### config.mk
export PLATFORM = sky130hd
export DESIGN_NAME = touch_event_rotate_scale_unit_flat
export DESIGN_NICKNAME = d
export VERILOG_FILES = /design/src/hdl/trs_pkg.sv /design/src/hdl/trs_if.sv /design/src/hdl/touch_event_rotate_scale_unit.sv /design/src/hdl/trs_div_unit.sv /design/src/flat_wrapper.sv
export SDC_FILE = /design/constraint.sdc
export NUM_CORES = 1
export LEC_CHECK = 0
export BUFFER_PORTS_ARGS = -buffer_cell sky130_fd_sc_hd__buf_2
export CAP_MARGIN = 20
export CORE_MARGIN = 2
export CORE_UTILIZATION = 40
export DETAILED_ROUTE_END_ITERATION = 12
export GPL_TIMING_DRIVEN = 0
export SYNTH_ARGS = -nofsm -noshare
export SYNTH_HDL_FRONTEND = slang
export SYNTH_HIERARCHICAL = 1
export SYNTH_SLANG_ARGS = --single-unit
export TNS_END_PERCENT = 10
### constraint.sdc
create_clock -name clk -period 11.4 [get_ports clk]
set_clock_uncertainty 0.05 [all_clocks]
set_input_delay 2.28 -clock clk [delete_from_list [all_inputs] [get_ports clk]]
set_output_delay 2.28 -clock clk [all_outputs]
set_load 0.1 [all_outputs]
### src/hdl/trs_pkg.sv
// shared types, widths and codes for the touch event rotate and scale unit
package trs_pkg;

  localparam int SCREEN_WIDTH  = 480;
  localparam int SCREEN_HEIGHT = 800;

  localparam int PX_W        = 9;
  localparam int PY_W        = 10;
  localparam int AXIS_W      = 16;
  localparam int VALUE_W     = 32;
  localparam int TIME_W      = 32;
  localparam int TYPE_W      = 16;
  localparam int CODE_W      = 16;
  localparam int CFG_IDX_W   = 2;
  localparam int QUO_W       = 10;
  localparam int DIVISOR_W   = AXIS_W;
  localparam int DIVIDEND_W  = VALUE_W + QUO_W;
  localparam int REM_W       = DIVISOR_W + QUO_W;
  localparam int CNT_W       = $clog2(QUO_W);

  localparam logic [PX_W-1:0]  PX_MAX = PX_W'(SCREEN_WIDTH - 1);
  localparam logic [PY_W-1:0]  PY_MAX = PY_W'(SCREEN_HEIGHT - 1);
  localparam logic [AXIS_W-1:0] RANGE_FALLBACK = AXIS_W'(4095);

  localparam logic [TYPE_W-1:0] EVT_KEY    = TYPE_W'(1);
  localparam logic [TYPE_W-1:0] EVT_ABS    = TYPE_W'(3);
  localparam logic [CODE_W-1:0] CODE_X     = CODE_W'('h00);
  localparam logic [CODE_W-1:0] CODE_Y     = CODE_W'('h01);
  localparam logic [CODE_W-1:0] CODE_MT_X  = CODE_W'('h35);
  localparam logic [CODE_W-1:0] CODE_MT_Y  = CODE_W'('h36);
  localparam logic [CODE_W-1:0] CODE_TRACK = CODE_W'('h39);
  localparam logic [CODE_W-1:0] CODE_TOUCH = CODE_W'('h14a);

  localparam logic OP_EVENT = 1'b0;
  localparam logic OP_READ  = 1'b1;

  localparam logic [CFG_IDX_W-1:0] REG_X_MIN = CFG_IDX_W'(0);
  localparam logic [CFG_IDX_W-1:0] REG_X_MAX = CFG_IDX_W'(1);
  localparam logic [CFG_IDX_W-1:0] REG_Y_MIN = CFG_IDX_W'(2);
  localparam logic [CFG_IDX_W-1:0] REG_Y_MAX = CFG_IDX_W'(3);

  typedef struct packed {
    logic                  start;
    logic [DIVIDEND_W-1:0] dividend;
    logic [DIVISOR_W-1:0]  divisor;
  } trs_div_req_t;

  typedef struct packed {
    logic             done;
    logic [QUO_W-1:0] quotient;
    logic             saturated;
  } trs_div_rsp_t;

endpackage

### src/hdl/trs_if.sv
// valid/ready channel interfaces for events, points and register writes
interface trs_in_if;
  import trs_pkg::*;
  logic                      valid;
  logic                      ready;
  logic                      operation;
  logic [TYPE_W-1:0]         event_type;
  logic [CODE_W-1:0]         event_code;
  logic signed [VALUE_W-1:0] event_value;
  logic [TIME_W-1:0]         time_ms;
  modport source (output valid, operation, event_type, event_code, event_value, time_ms,
                  input ready);
  modport sink (input valid, operation, event_type, event_code, event_value, time_ms,
                output ready);
endinterface

interface trs_out_if;
  import trs_pkg::*;
  logic              valid;
  logic              ready;
  logic [PX_W-1:0]   point_x;
  logic [PY_W-1:0]   point_y;
  logic              point_pressed;
  logic [TIME_W-1:0] touch_time_ms;
  modport source (output valid, point_x, point_y, point_pressed, touch_time_ms,
                  input ready);
  modport sink (input valid, point_x, point_y, point_pressed, touch_time_ms,
                output ready);
endinterface

interface trs_cfg_if;
  import trs_pkg::*;
  logic                 valid;
  logic                 ready;
  logic [CFG_IDX_W-1:0] index;
  logic [AXIS_W-1:0]    wdata;
  modport source (output valid, index, wdata, input ready);
  modport sink (input valid, index, wdata, output ready);
endinterface

### src/hdl/touch_event_rotate_scale_unit.sv
// top level: touch state, axis registers, read sequencer and output register
// Event beats (operation 0) are taken while idle and update the latched raw position,
// the pressed flag and the activity stamp. A read beat (operation 1) starts a sequence that,
// for each portrait axis, applies offset and constant multiply, starts the shared divider
// and waits while the divider resolves ten quotient bits, one per cycle; a final state
// loads the result register. The input is not ready during the read sequence or while
// a finished point waits for the output register to free up.
// Register writes are taken in any cycle and should only be issued while the unit is idle.
module touch_event_rotate_scale_unit (
  input logic clk,
  input logic rst_n,
  trs_in_if.sink    in_chan,
  trs_out_if.source out_chan,
  trs_cfg_if.sink   cfg_chan
);
  import trs_pkg::*;

  localparam logic [2:0] S_IDLE   = 3'd0;
  localparam logic [2:0] S_MUL_Y  = 3'd1;
  localparam logic [2:0] S_DIV_Y  = 3'd2;
  localparam logic [2:0] S_WAIT_Y = 3'd3;
  localparam logic [2:0] S_MUL_X  = 3'd4;
  localparam logic [2:0] S_DIV_X  = 3'd5;
  localparam logic [2:0] S_WAIT_X = 3'd6;
  localparam logic [2:0] S_OUT    = 3'd7;

  logic [2:0] state_r, state_nxt;
  logic signed [AXIS_W-1:0]  x_min_r, x_min_nxt, x_max_r, x_max_nxt;
  logic signed [AXIS_W-1:0]  y_min_r, y_min_nxt, y_max_r, y_max_nxt;
  logic signed [VALUE_W-1:0] raw_x_r, raw_x_nxt, raw_y_r, raw_y_nxt;
  logic                      down_r, down_nxt;
  logic [TIME_W-1:0]         stamp_r, stamp_nxt;
  logic [DIVIDEND_W-1:0]     prod_r, prod_nxt;
  logic [DIVISOR_W-1:0]      range_r, range_nxt;
  logic                      neg_r, neg_nxt;
  logic [PX_W-1:0]           px_r, px_nxt;
  logic [PY_W-1:0]           py_r, py_nxt;
  logic                      out_valid_r, out_valid_nxt;
  logic [PX_W-1:0]           out_x_r, out_x_nxt;
  logic [PY_W-1:0]           out_y_r, out_y_nxt;
  logic                      out_pressed_r, out_pressed_nxt;
  logic [TIME_W-1:0]         out_stamp_r, out_stamp_nxt;

  logic                  in_fire;
  logic                  axis_x;
  logic signed [AXIS_W-1:0]  sel_min, sel_max;
  logic signed [VALUE_W-1:0] sel_raw;
  logic signed [AXIS_W:0]    span;
  logic signed [VALUE_W:0]   offset;
  logic [QUO_W-1:0]      mul_k;
  logic                  out_load;
  trs_div_req_t          div_req;
  trs_div_rsp_t          div_rsp;

  trs_div_unit u_div (
    .clk   (clk),
    .rst_n (rst_n),
    .req   (div_req),
    .rsp   (div_rsp)
  );

  assign in_chan.ready  = (state_r == S_IDLE);
  assign cfg_chan.ready = 1'b1;
  assign in_fire        = in_chan.valid && in_chan.ready;
  assign out_load       = (state_r == S_OUT) && (!out_valid_r || out_chan.ready);

  always_comb begin
    axis_x  = (state_r == S_MUL_X);
    sel_min = axis_x ? x_min_r : y_min_r;
    sel_max = axis_x ? x_max_r : y_max_r;
    sel_raw = axis_x ? raw_x_r : raw_y_r;
    mul_k   = axis_x ? PY_MAX : QUO_W'(PX_MAX);
    span    = {sel_max[AXIS_W-1], sel_max} - {sel_min[AXIS_W-1], sel_min};
    offset  = {sel_raw[VALUE_W-1], sel_raw} - (VALUE_W+1)'(sel_min);
    div_req.start    = (state_r == S_DIV_Y) || (state_r == S_DIV_X);
    div_req.dividend = prod_r;
    div_req.divisor  = range_r;
  end

  always_comb begin
    state_nxt       = state_r;
    x_min_nxt       = x_min_r;
    x_max_nxt       = x_max_r;
    y_min_nxt       = y_min_r;
    y_max_nxt       = y_max_r;
    raw_x_nxt       = raw_x_r;
    raw_y_nxt       = raw_y_r;
    down_nxt        = down_r;
    stamp_nxt       = stamp_r;
    prod_nxt        = prod_r;
    range_nxt       = range_r;
    neg_nxt         = neg_r;
    px_nxt          = px_r;
    py_nxt          = py_r;
    out_valid_nxt   = out_valid_r;
    out_x_nxt       = out_x_r;
    out_y_nxt       = out_y_r;
    out_pressed_nxt = out_pressed_r;
    out_stamp_nxt   = out_stamp_r;

    if (cfg_chan.valid) begin
      unique case (cfg_chan.index)
        REG_X_MIN: x_min_nxt = cfg_chan.wdata;
        REG_X_MAX: x_max_nxt = cfg_chan.wdata;
        REG_Y_MIN: y_min_nxt = cfg_chan.wdata;
        REG_Y_MAX: y_max_nxt = cfg_chan.wdata;
        default: ;
      endcase
    end

    if (out_valid_r && out_chan.ready) out_valid_nxt = 1'b0;

    unique case (state_r)
      S_IDLE: begin
        if (in_fire) begin
          if (in_chan.operation == OP_READ) begin
            state_nxt = S_MUL_Y;
          end else if (in_chan.event_type == EVT_ABS) begin
            if (in_chan.event_code == CODE_X || in_chan.event_code == CODE_MT_X)
              raw_x_nxt = in_chan.event_value;
            else if (in_chan.event_code == CODE_Y || in_chan.event_code == CODE_MT_Y)
              raw_y_nxt = in_chan.event_value;
            else if (in_chan.event_code == CODE_TRACK)
              down_nxt = !in_chan.event_value[VALUE_W-1];
            stamp_nxt = in_chan.time_ms;
          end else if (in_chan.event_type == EVT_KEY && in_chan.event_code == CODE_TOUCH) begin
            down_nxt  = !in_chan.event_value[VALUE_W-1] && (in_chan.event_value != '0);
            stamp_nxt = in_chan.time_ms;
          end
        end
      end
      S_MUL_Y, S_MUL_X: begin
        neg_nxt   = offset[VALUE_W];
        prod_nxt  = DIVIDEND_W'(offset[VALUE_W-1:0]) * DIVIDEND_W'(mul_k);
        range_nxt = (span[AXIS_W] || span == '0) ? RANGE_FALLBACK : span[AXIS_W-1:0];
        state_nxt = axis_x ? S_DIV_X : S_DIV_Y;
      end
      S_DIV_Y: state_nxt = S_WAIT_Y;
      S_DIV_X: state_nxt = S_WAIT_X;
      S_WAIT_Y: begin
        if (div_rsp.done) begin
          if (neg_r)
            px_nxt = '0;
          else if (div_rsp.saturated || div_rsp.quotient > QUO_W'(PX_MAX))
            px_nxt = PX_MAX;
          else
            px_nxt = div_rsp.quotient[PX_W-1:0];
          state_nxt = S_MUL_X;
        end
      end
      S_WAIT_X: begin
        if (div_rsp.done) begin
          if (neg_r)
            py_nxt = PY_MAX;
          else if (div_rsp.saturated || div_rsp.quotient > PY_MAX)
            py_nxt = '0;
          else
            py_nxt = PY_MAX - div_rsp.quotient;
          state_nxt = S_OUT;
        end
      end
      S_OUT: begin
        if (out_load) begin
          out_valid_nxt   = 1'b1;
          out_x_nxt       = px_r;
          out_y_nxt       = py_r;
          out_pressed_nxt = down_r;
          out_stamp_nxt   = stamp_r;
          state_nxt       = S_IDLE;
        end
      end
      default: state_nxt = S_IDLE;
    endcase
  end

  always_ff @(posedge clk) begin
    if (!rst_n) begin
      state_r     <= S_IDLE;
      x_min_r     <= '0;
      x_max_r     <= RANGE_FALLBACK;
      y_min_r     <= '0;
      y_max_r     <= RANGE_FALLBACK;
      raw_x_r     <= '0;
      raw_y_r     <= '0;
      down_r      <= 1'b0;
      stamp_r     <= '0;
      out_valid_r <= 1'b0;
    end else begin
      state_r     <= state_nxt;
      x_min_r     <= x_min_nxt;
      x_max_r     <= x_max_nxt;
      y_min_r     <= y_min_nxt;
      y_max_r     <= y_max_nxt;
      raw_x_r     <= raw_x_nxt;
      raw_y_r     <= raw_y_nxt;
      down_r      <= down_nxt;
      stamp_r     <= stamp_nxt;
      out_valid_r <= out_valid_nxt;
    end
    prod_r        <= prod_nxt;
    range_r       <= range_nxt;
    neg_r         <= neg_nxt;
    px_r          <= px_nxt;
    py_r          <= py_nxt;
    out_x_r       <= out_x_nxt;
    out_y_r       <= out_y_nxt;
    out_pressed_r <= out_pressed_nxt;
    out_stamp_r   <= out_stamp_nxt;
  end

  assign out_chan.valid         = out_valid_r;
  assign out_chan.point_x       = out_x_r;
  assign out_chan.point_y       = out_y_r;
  assign out_chan.point_pressed = out_pressed_r;
  assign out_chan.touch_time_ms = out_stamp_r;

  a_point_on_screen: assert property (@(posedge clk) disable iff (!rst_n)
    out_valid_r |-> (out_x_r <= PX_MAX) && (out_y_r <= PY_MAX))
    else $error("point outside the screen");
  a_done_while_waiting: assert property (@(posedge clk) disable iff (!rst_n)
    div_rsp.done |-> (state_r == S_WAIT_Y) || (state_r == S_WAIT_X))
    else $error("divider result with no axis waiting");
  a_read_starts_seq: assert property (@(posedge clk) disable iff (!rst_n)
    (in_fire && in_chan.operation == OP_READ) |=> state_r == S_MUL_Y)
    else $error("read beat did not start the sequence");

endmodule

### src/hdl/trs_div_unit.sv
// iterative restoring divider with ten bit quotient and a saturation flag
module trs_div_unit (
  input  logic                  clk,
  input  logic                  rst_n,
  input  trs_pkg::trs_div_req_t req,
  output trs_pkg::trs_div_rsp_t rsp
);
  import trs_pkg::*;

  logic                 busy_r, busy_nxt;
  logic                 done_r, done_nxt;
  logic [CNT_W-1:0]     cnt_r, cnt_nxt;
  logic [REM_W-1:0]     rem_r, rem_nxt;
  logic [REM_W-2:0]     dsh_r, dsh_nxt;
  logic [QUO_W-1:0]     quo_r, quo_nxt;
  logic                 sat_r, sat_nxt;
  logic                 ge;
  logic [REM_W-1:0]     diff;

  always_comb begin
    ge       = rem_r >= {1'b0, dsh_r};
    diff     = rem_r - {1'b0, dsh_r};
    busy_nxt = busy_r;
    done_nxt = 1'b0;
    cnt_nxt  = cnt_r;
    rem_nxt  = rem_r;
    dsh_nxt  = dsh_r;
    quo_nxt  = quo_r;
    sat_nxt  = sat_r;
    if (req.start) begin
      busy_nxt = 1'b1;
      cnt_nxt  = CNT_W'(QUO_W - 1);
      rem_nxt  = req.dividend[REM_W-1:0];
      dsh_nxt  = {req.divisor, {(QUO_W-1){1'b0}}};
      quo_nxt  = '0;
      sat_nxt  = req.dividend >= {{(DIVIDEND_W-REM_W){1'b0}}, req.divisor, {QUO_W{1'b0}}};
    end else if (busy_r) begin
      if (ge) begin
        rem_nxt        = diff;
        quo_nxt[cnt_r] = 1'b1;
      end
      dsh_nxt = dsh_r >> 1;
      if (cnt_r == '0) begin
        busy_nxt = 1'b0;
        done_nxt = 1'b1;
      end else begin
        cnt_nxt = cnt_r - 1'b1;
      end
    end
  end

  always_ff @(posedge clk) begin
    if (!rst_n) begin
      busy_r <= 1'b0;
      done_r <= 1'b0;
    end else begin
      busy_r <= busy_nxt;
      done_r <= done_nxt;
    end
    cnt_r <= cnt_nxt;
    rem_r <= rem_nxt;
    dsh_r <= dsh_nxt;
    quo_r <= quo_nxt;
    sat_r <= sat_nxt;
  end

  assign rsp.done      = done_r;
  assign rsp.quotient  = quo_r;
  assign rsp.saturated = sat_r;

  a_no_start_busy: assert property (@(posedge clk) disable iff (!rst_n)
    req.start |-> !busy_r) else $error("divider restarted while busy");
  a_done_after_busy: assert property (@(posedge clk) disable iff (!rst_n)
    done_r |-> !busy_r && $past(busy_r)) else $error("divider done without a run");

endmodule
### src/flat_wrapper.sv
// flat-port wrapper written by rule: the top's interface ports become plain ports
module touch_event_rotate_scale_unit_flat import trs_pkg::*;
  (clk, rst_n, in_chan_valid, in_chan_operation, in_chan_event_type, in_chan_event_code, in_chan_event_value, in_chan_time_ms, in_chan_ready, out_chan_valid, out_chan_point_x, out_chan_point_y, out_chan_point_pressed, out_chan_touch_time_ms, out_chan_ready, cfg_chan_valid, cfg_chan_index, cfg_chan_wdata, cfg_chan_ready);
  trs_in_if in_chan_i ();
  trs_out_if out_chan_i ();
  trs_cfg_if cfg_chan_i ();
  input logic clk;
  input logic rst_n;
  input wire logic [$bits(in_chan_i.valid)-1:0] in_chan_valid;
  input wire logic [$bits(in_chan_i.operation)-1:0] in_chan_operation;
  input wire logic [$bits(in_chan_i.event_type)-1:0] in_chan_event_type;
  input wire logic [$bits(in_chan_i.event_code)-1:0] in_chan_event_code;
  input wire logic [$bits(in_chan_i.event_value)-1:0] in_chan_event_value;
  input wire logic [$bits(in_chan_i.time_ms)-1:0] in_chan_time_ms;
  output wire logic [$bits(in_chan_i.ready)-1:0] in_chan_ready;
  output wire logic [$bits(out_chan_i.valid)-1:0] out_chan_valid;
  output wire logic [$bits(out_chan_i.point_x)-1:0] out_chan_point_x;
  output wire logic [$bits(out_chan_i.point_y)-1:0] out_chan_point_y;
  output wire logic [$bits(out_chan_i.point_pressed)-1:0] out_chan_point_pressed;
  output wire logic [$bits(out_chan_i.touch_time_ms)-1:0] out_chan_touch_time_ms;
  input wire logic [$bits(out_chan_i.ready)-1:0] out_chan_ready;
  input wire logic [$bits(cfg_chan_i.valid)-1:0] cfg_chan_valid;
  input wire logic [$bits(cfg_chan_i.index)-1:0] cfg_chan_index;
  input wire logic [$bits(cfg_chan_i.wdata)-1:0] cfg_chan_wdata;
  output wire logic [$bits(cfg_chan_i.ready)-1:0] cfg_chan_ready;
  assign in_chan_i.valid = in_chan_valid;
  assign in_chan_i.operation = in_chan_operation;
  assign in_chan_i.event_type = in_chan_event_type;
  assign in_chan_i.event_code = in_chan_event_code;
  assign in_chan_i.event_value = in_chan_event_value;
  assign in_chan_i.time_ms = in_chan_time_ms;
  assign in_chan_ready = in_chan_i.ready;
  assign out_chan_valid = out_chan_i.valid;
  assign out_chan_point_x = out_chan_i.point_x;
  assign out_chan_point_y = out_chan_i.point_y;
  assign out_chan_point_pressed = out_chan_i.point_pressed;
  assign out_chan_touch_time_ms = out_chan_i.touch_time_ms;
  assign out_chan_i.ready = out_chan_ready;
  assign cfg_chan_i.valid = cfg_chan_valid;
  assign cfg_chan_i.index = cfg_chan_index;
  assign cfg_chan_i.wdata = cfg_chan_wdata;
  assign cfg_chan_ready = cfg_chan_i.ready;
  touch_event_rotate_scale_unit u_core (.clk(clk), .rst_n(rst_n), .in_chan(in_chan_i), .out_chan(out_chan_i), .cfg_chan(cfg_chan_i));
endmodule
==> results of run 1 <==
## cell usage after synthesis, drive strengths merged (54+ instances only)
library cell,instances
ha,191
a21o,54
nor2,151
fa,209
mux2i,68
nor2b,65
inv,341
clkbuf,98
a21oi,111
nand3,62
o21ai,83
dfxtp,190
edfxtp,173
nand2,498
a21boi,112
## registers in the layout, indices dropped and copies added, names as in the netlist, 9 cells and up
signal and flops:
u_core/out_chan.point_y 10, u_core/out_chan.point_x 9, u_core/y_min_r 16, u_core/range_r 16, u_core/raw_x_r 32, u_core/prod_r 42, u_core/u_div/rem_r 26, u_core/out_chan.touch_time_ms 32
u_core/px_r 9, u_core/raw_y_r 32, u_core/y_max_r 16, u_core/stamp_r 32, u_core/py_r 10, u_core/x_min_r 16, u_core/u_div/quo_r 10, u_core/u_div/dsh_r 25
u_core/x_max_r 16
## cells in the final DEF, fill, tap and decap left out, drive strengths merged, types with 68 or more instances in the layout
master | synthesis | final
a21oi | 111 | 111
a21boi | 112 | 112
ha | 191 | 191
o21ai | 83 | 83
fa | 209 | 209
inv | 341 | 342
nor2 | 151 | 151
edfxtp | 173 | 173
buf | 20 | 194
clkbuf | 98 | 153
nand2 | 498 | 498
mux2i | 68 | 68
dfxtp | 190 | 190
## worst paths after layout
path                                end               from
min          u_core/out_chan.point_x[6]     u_core/px_r[6]
max                   u_core/prod_r[40]  u_core/state_r[0]
min reg2reg  u_core/out_chan.point_x[6]     u_core/px_r[6]
max reg2reg           u_core/prod_r[40]  u_core/state_r[0]
## kinds of logic after synthesis
family | share of synthesized area, %
simple gates | 16.4
compound gates | 13.7
buf+inv | 6.50
fa+ha+maj | 24.3
flops | 33.1
xor+xnor | 3.25
mux | 2.85
other cells | 0.0138
## through the flow
step                      setup slack, ps  utilization [%]
after floorplan                      1570                -
after global placement              -1130             43.4
after detailed placement            -1150             43.5
after CTS                             207             45.6
after global routing                 49.1             45.7
final                                 487             45.7
## repair_timing
action / CTS / global route
resized for setup: 8 / 12
gates cloned: 0 / 0
pin swaps: 0 / 0
buffers inserted: 0 / 0
endpoints found under the setup margin: 18 / 10
## critical path: cells and delay by family (launching register included)
family	cells	cell delay, ps
adders and majority gates	9	3740
xor gates and xnor gates	2	500
AOI/OAI and AO/OA	12	3010
buffers and inverters	8	1810
DFF	1	380
and+or+nand+nor	5	1100
## routing by layer
metal,up-vias,wire (um),GRT usage (%)
met1,10200,33600,28.7
met4,0,1810,5.62
met3,100,2950,2.34
met2,426,33500,34.6
met5,-,0,0
li1,10200,-,-
## final cells by class
cell class	count	area [sq um]	area share (%)
multi-input cells	2087	16500	53.8
flip-flops and latches	363	9000	29.3
inverters	342	1280	4.18
clock buffers	56	1240	4.04
well taps	873	1090	3.55
repair buffers	176	932	3.03
plain buffers	116	489	1.59
clock inverters	20	161	0.525
==> qor.yml, run 1 <==
worst-endpoint-required_ps: 11640
grt_usage_pct: 20.8
ioPinCount: 175
rsz0062_at_grt: "no"
report.final.setup_viol: 0
maxSlewHeadroom_pct: 21.8
fp.dieH_um: 265
cts_tree: "yes"
grt.overflow.total: 0
ant_nets: 0
synthesis.nets: 3430
yosys_register_bits: 363
finalNetCount: 3647
period_share_pct: 95.7
fp.dieW_um: 265
place_area_sq_um: 29300
finalMaxSlewViolations: 0
async_flop_share_pct: 0
slowest_stage: "fa_1"
syn2layout_area_growth_pct: 13.0
clk_pin_slew_worst_paths_ps: 60
min_path_type: "flop to flop"
hold_buffers: 0
synth_top_cell_by_area: "edfxtp_1"
cts.htree.levels: 2
endpoint_kind: "flop"
ff2ff_setup_slack_ps: 490
fmax_mhz: 91.6
hpwl_mm: 57.2
fin_area_sq_um: 30700
startpoint_type: "flop"
avgViaCountPerCell: 5.19
syn_area_per_cell_sq_um: 9.35
worstPathArrival_ps: 11150
finalHoldViolCount: 0
crit_fanout: 19
synth_area_leaders: "edfxtp_1 (19%), fa_1 (15%), dfxtp_1 (14%)"
antennaDiodeCount: 0
finalWirelength_mm: 71.8
io_buffers: 172
place.gp.congestion: 0.887
clock_path_buffers: 3
drt_pass1_iterations: 6
wire_per_inst_um: 17.8
root_buffer: "clkbuf_16"
maxCapViolations: 0
synth_edf_count: 173
core_sq_um: 67300
synthFlopType: "dfxtp_1"
critPathMaxStageDelay_ps: 550
route.detailed.drc: 0
synth.distinct_cells: 98
netlist_area_sq_um: 27200
syn-instance-count: 2910
netlist.area_leader.share_pct: 19.1
row_count: 95
start_util_pct: 40.5
insertion_delay_ps: 580
dpl.cell_count: 3959
hold_depth: 0
critical_path_class: "flop to flop"
yosysWarnings: 6
timing.hold.ws_ps: 368
grt_pass1_wl_mm: 115
reg2regPathDepth: 36
layout.cells.non_filler: 4033
first_global_vias: 21000
grt_max_degree: 31
yosysSeqAreaShare_pct: 33.1
cts_buffers: 41
drive_above_1_share_pct: 10.4
cp_common_cell: "fa_1"
dieArea_sq_um: 70100
antenna_found_initial: 1
vias: 20900
tns_ps: 0
period_needed_ps: 10910
drtIter0Drc: 1370
clock-sinks: 363
worstMarginPinSlew_ps: 1170
fillers: 6549
status: "complete, no violations"
Power of run 1 is not shown: default switching activity piles up to over one toggle a cycle in this logic, so the estimate is an artifact.
==> inputs of run 2 (changes only) <==
CORE_UTILIZATION = 26   (was 40)
CTS_CLUSTER_DIAMETER = 150   (was not set)
==> run 2 against run 1 <==
Sequential share of layout area down 0.52 points. Register-to-register slack about the same. Clock-buffer cell count is 3 lower. First-iteration DRC count rose by 1.0%. Wire length is 1.1% higher. Highest routed layer is now met5.
==> qor.yml, run 2 (synthesized netlist as in run 1, its figures left out) <==
postCtsSetupRepairBufs: 0
status: "complete, no violations"
fmax_mhz: 91.6
route.detailed.drc: 0
path_delay_family: "adder cells"
cp_common_cell: "fa_1"
ff2ff_setup_slack_ps: 480
rsz0062_at_grt: "yes"
drt_pass1_iterations: 6
worstMarginPinSlew_ps: 1000
r2r_start: "u_core/state_r[0]"
clock-sinks: 363
cts.htree.levels: 2
critical_path_class: "flop to flop"
antennaDiodeCount: 0
gr-usage-met3_pct: 2.13
largest_reg_flops: 42
slowest_stage: "o31ai_1"
use_met2_pct: 22.8
start_util_pct: 26.3
drive_above_1_share_pct: 10.2
use_met1_pct: 18.7
hpwl_mm: 57.9
cts_resized: 7
grt_most_used_layer: "met2"
layout_common_cells: "nand2_1 (497), inv_1 (340), fa_1 (209)"
core_sq_um: 104000
cts_tree: "yes"
maxSlewHeadroom_pct: 33.1
grt_max_degree: 31
finalWirelength_mm: 72.6
fillers: 11000
maxCapViolations: 0
period_needed_ps: 10920
drtIter0Drc: 1384
root_buffer: "clkbuf_16"
startpoint_type: "flop"
min_to: "u_core/out_chan.point_x[4]"
row_count: 118
insertion_delay_ps: 560
finalMaxSlewViolations: 0
fp.dieW_um: 328
first_global_vias: 21100
worst-endpoint-required_ps: 11700
crit_fanout: 19
io_buffers: 172
avgViaCountPerCell: 4.65
critPathMaxStageDelay_ps: 660
fp.dieH_um: 328
endpoint_kind: "flop"
hold_buffers: 0
finalHoldViolCount: 0
reg2regPathDepth: 36
min_path_type: "flop to flop"
ant_nets: 0
multi_input_area_sq_um: 16500
clock_path_buffers: 3
cts_buffers: 39
place.gp.congestion: 0.856
antenna_found_initial: 8
wire_per_inst_um: 16.0
finalNetCount: 3646
clk_pin_slew_worst_paths_ps: 70
vias: 21100
rr_endpoint: "u_core/prod_r[40]"
hp-start: "u_core/px_r[4]"
seq_area_sq_um: 9000
report.final.setup_viol: 0
worstPathArrival_ps: 11220
ioPinCount: 175
period_share_pct: 95.8
dieArea_sq_um: 107000
grt.overflow.total: 0
crit_buf_inv: 8
hold_depth: 0
grt_pass1_wl_mm: 117
regMostFlops: "u_core/prod_r"
tns_ps: 0
grt_usage_pct: 13.7
syn2layout_area_growth_pct: 15.0
final_common_cell: "nand2_1"
## run 2: changes by cell type in the layout (fill, tap and decap cells not counted), sizes merged
cell / before / now
clkinv: 15 / 9
clkbuf: 153 / 151
bufinv: 1 / 4
buf: 194 / 195
inv: 342 / 343
clkdlybuf4s15: 1 / 0
clkinvlp: 4 / 3
## run 2: per-layer routing
layer | share of wire [%] | vias up | wire, um
li1 | - | 10200 | -
met1 | 46 | 10300 | 33400
met2 | 47 | 460 | 34000
met3 | 5.5 | 81 | 3990
met4 | 1.6 | 6 | 1130
met5 | 0.063 | - | 46
## run 2: final cells by class
class / count / share of cell area [%]
multi-input cells: 2087 / 52.8
flip-flops and latches: 363 / 28.7
well taps: 1380 / 5.52
inverters: 342 / 4.10
clock buffers: 53 / 3.52
repair buffers: 177 / 3.00
plain buffers: 116 / 1.55
clock inverters: 17 / 0.716
## run 2: how the worst max path moves through the flow
stage | from | to | depth (start not counted)
after detailed placement | u_core/state_r[0] | u_core/prod_r[36] | 36
after global placement | u_core/state_r[0] | u_core/prod_r[36] | 36
after floorplan | u_core/state_r[0] | u_core/prod_r[40] | 37
after global routing | u_core/state_r[0] | u_core/prod_r[37] | 35
final | u_core/state_r[0] | u_core/prod_r[40] | 36
after CTS | u_core/state_r[0] | u_core/prod_r[36] | 35
## run 2: per-stage QoR
stage	setup WS (ps)	hold WS, ps	instance area [sq um]	instances	util (%)
global route	-114	376	31300	4535	30.2
floorplan	1570	350	27200	2910	-
detailed placement	-1440	356	29900	4466	28.9
CTS	66.7	370	31300	4534	30.2
finish	484	365	31300	4535	30.2
global placement	-1480	353	29800	4462	28.8
Power of run 2 is left out for the same reason.
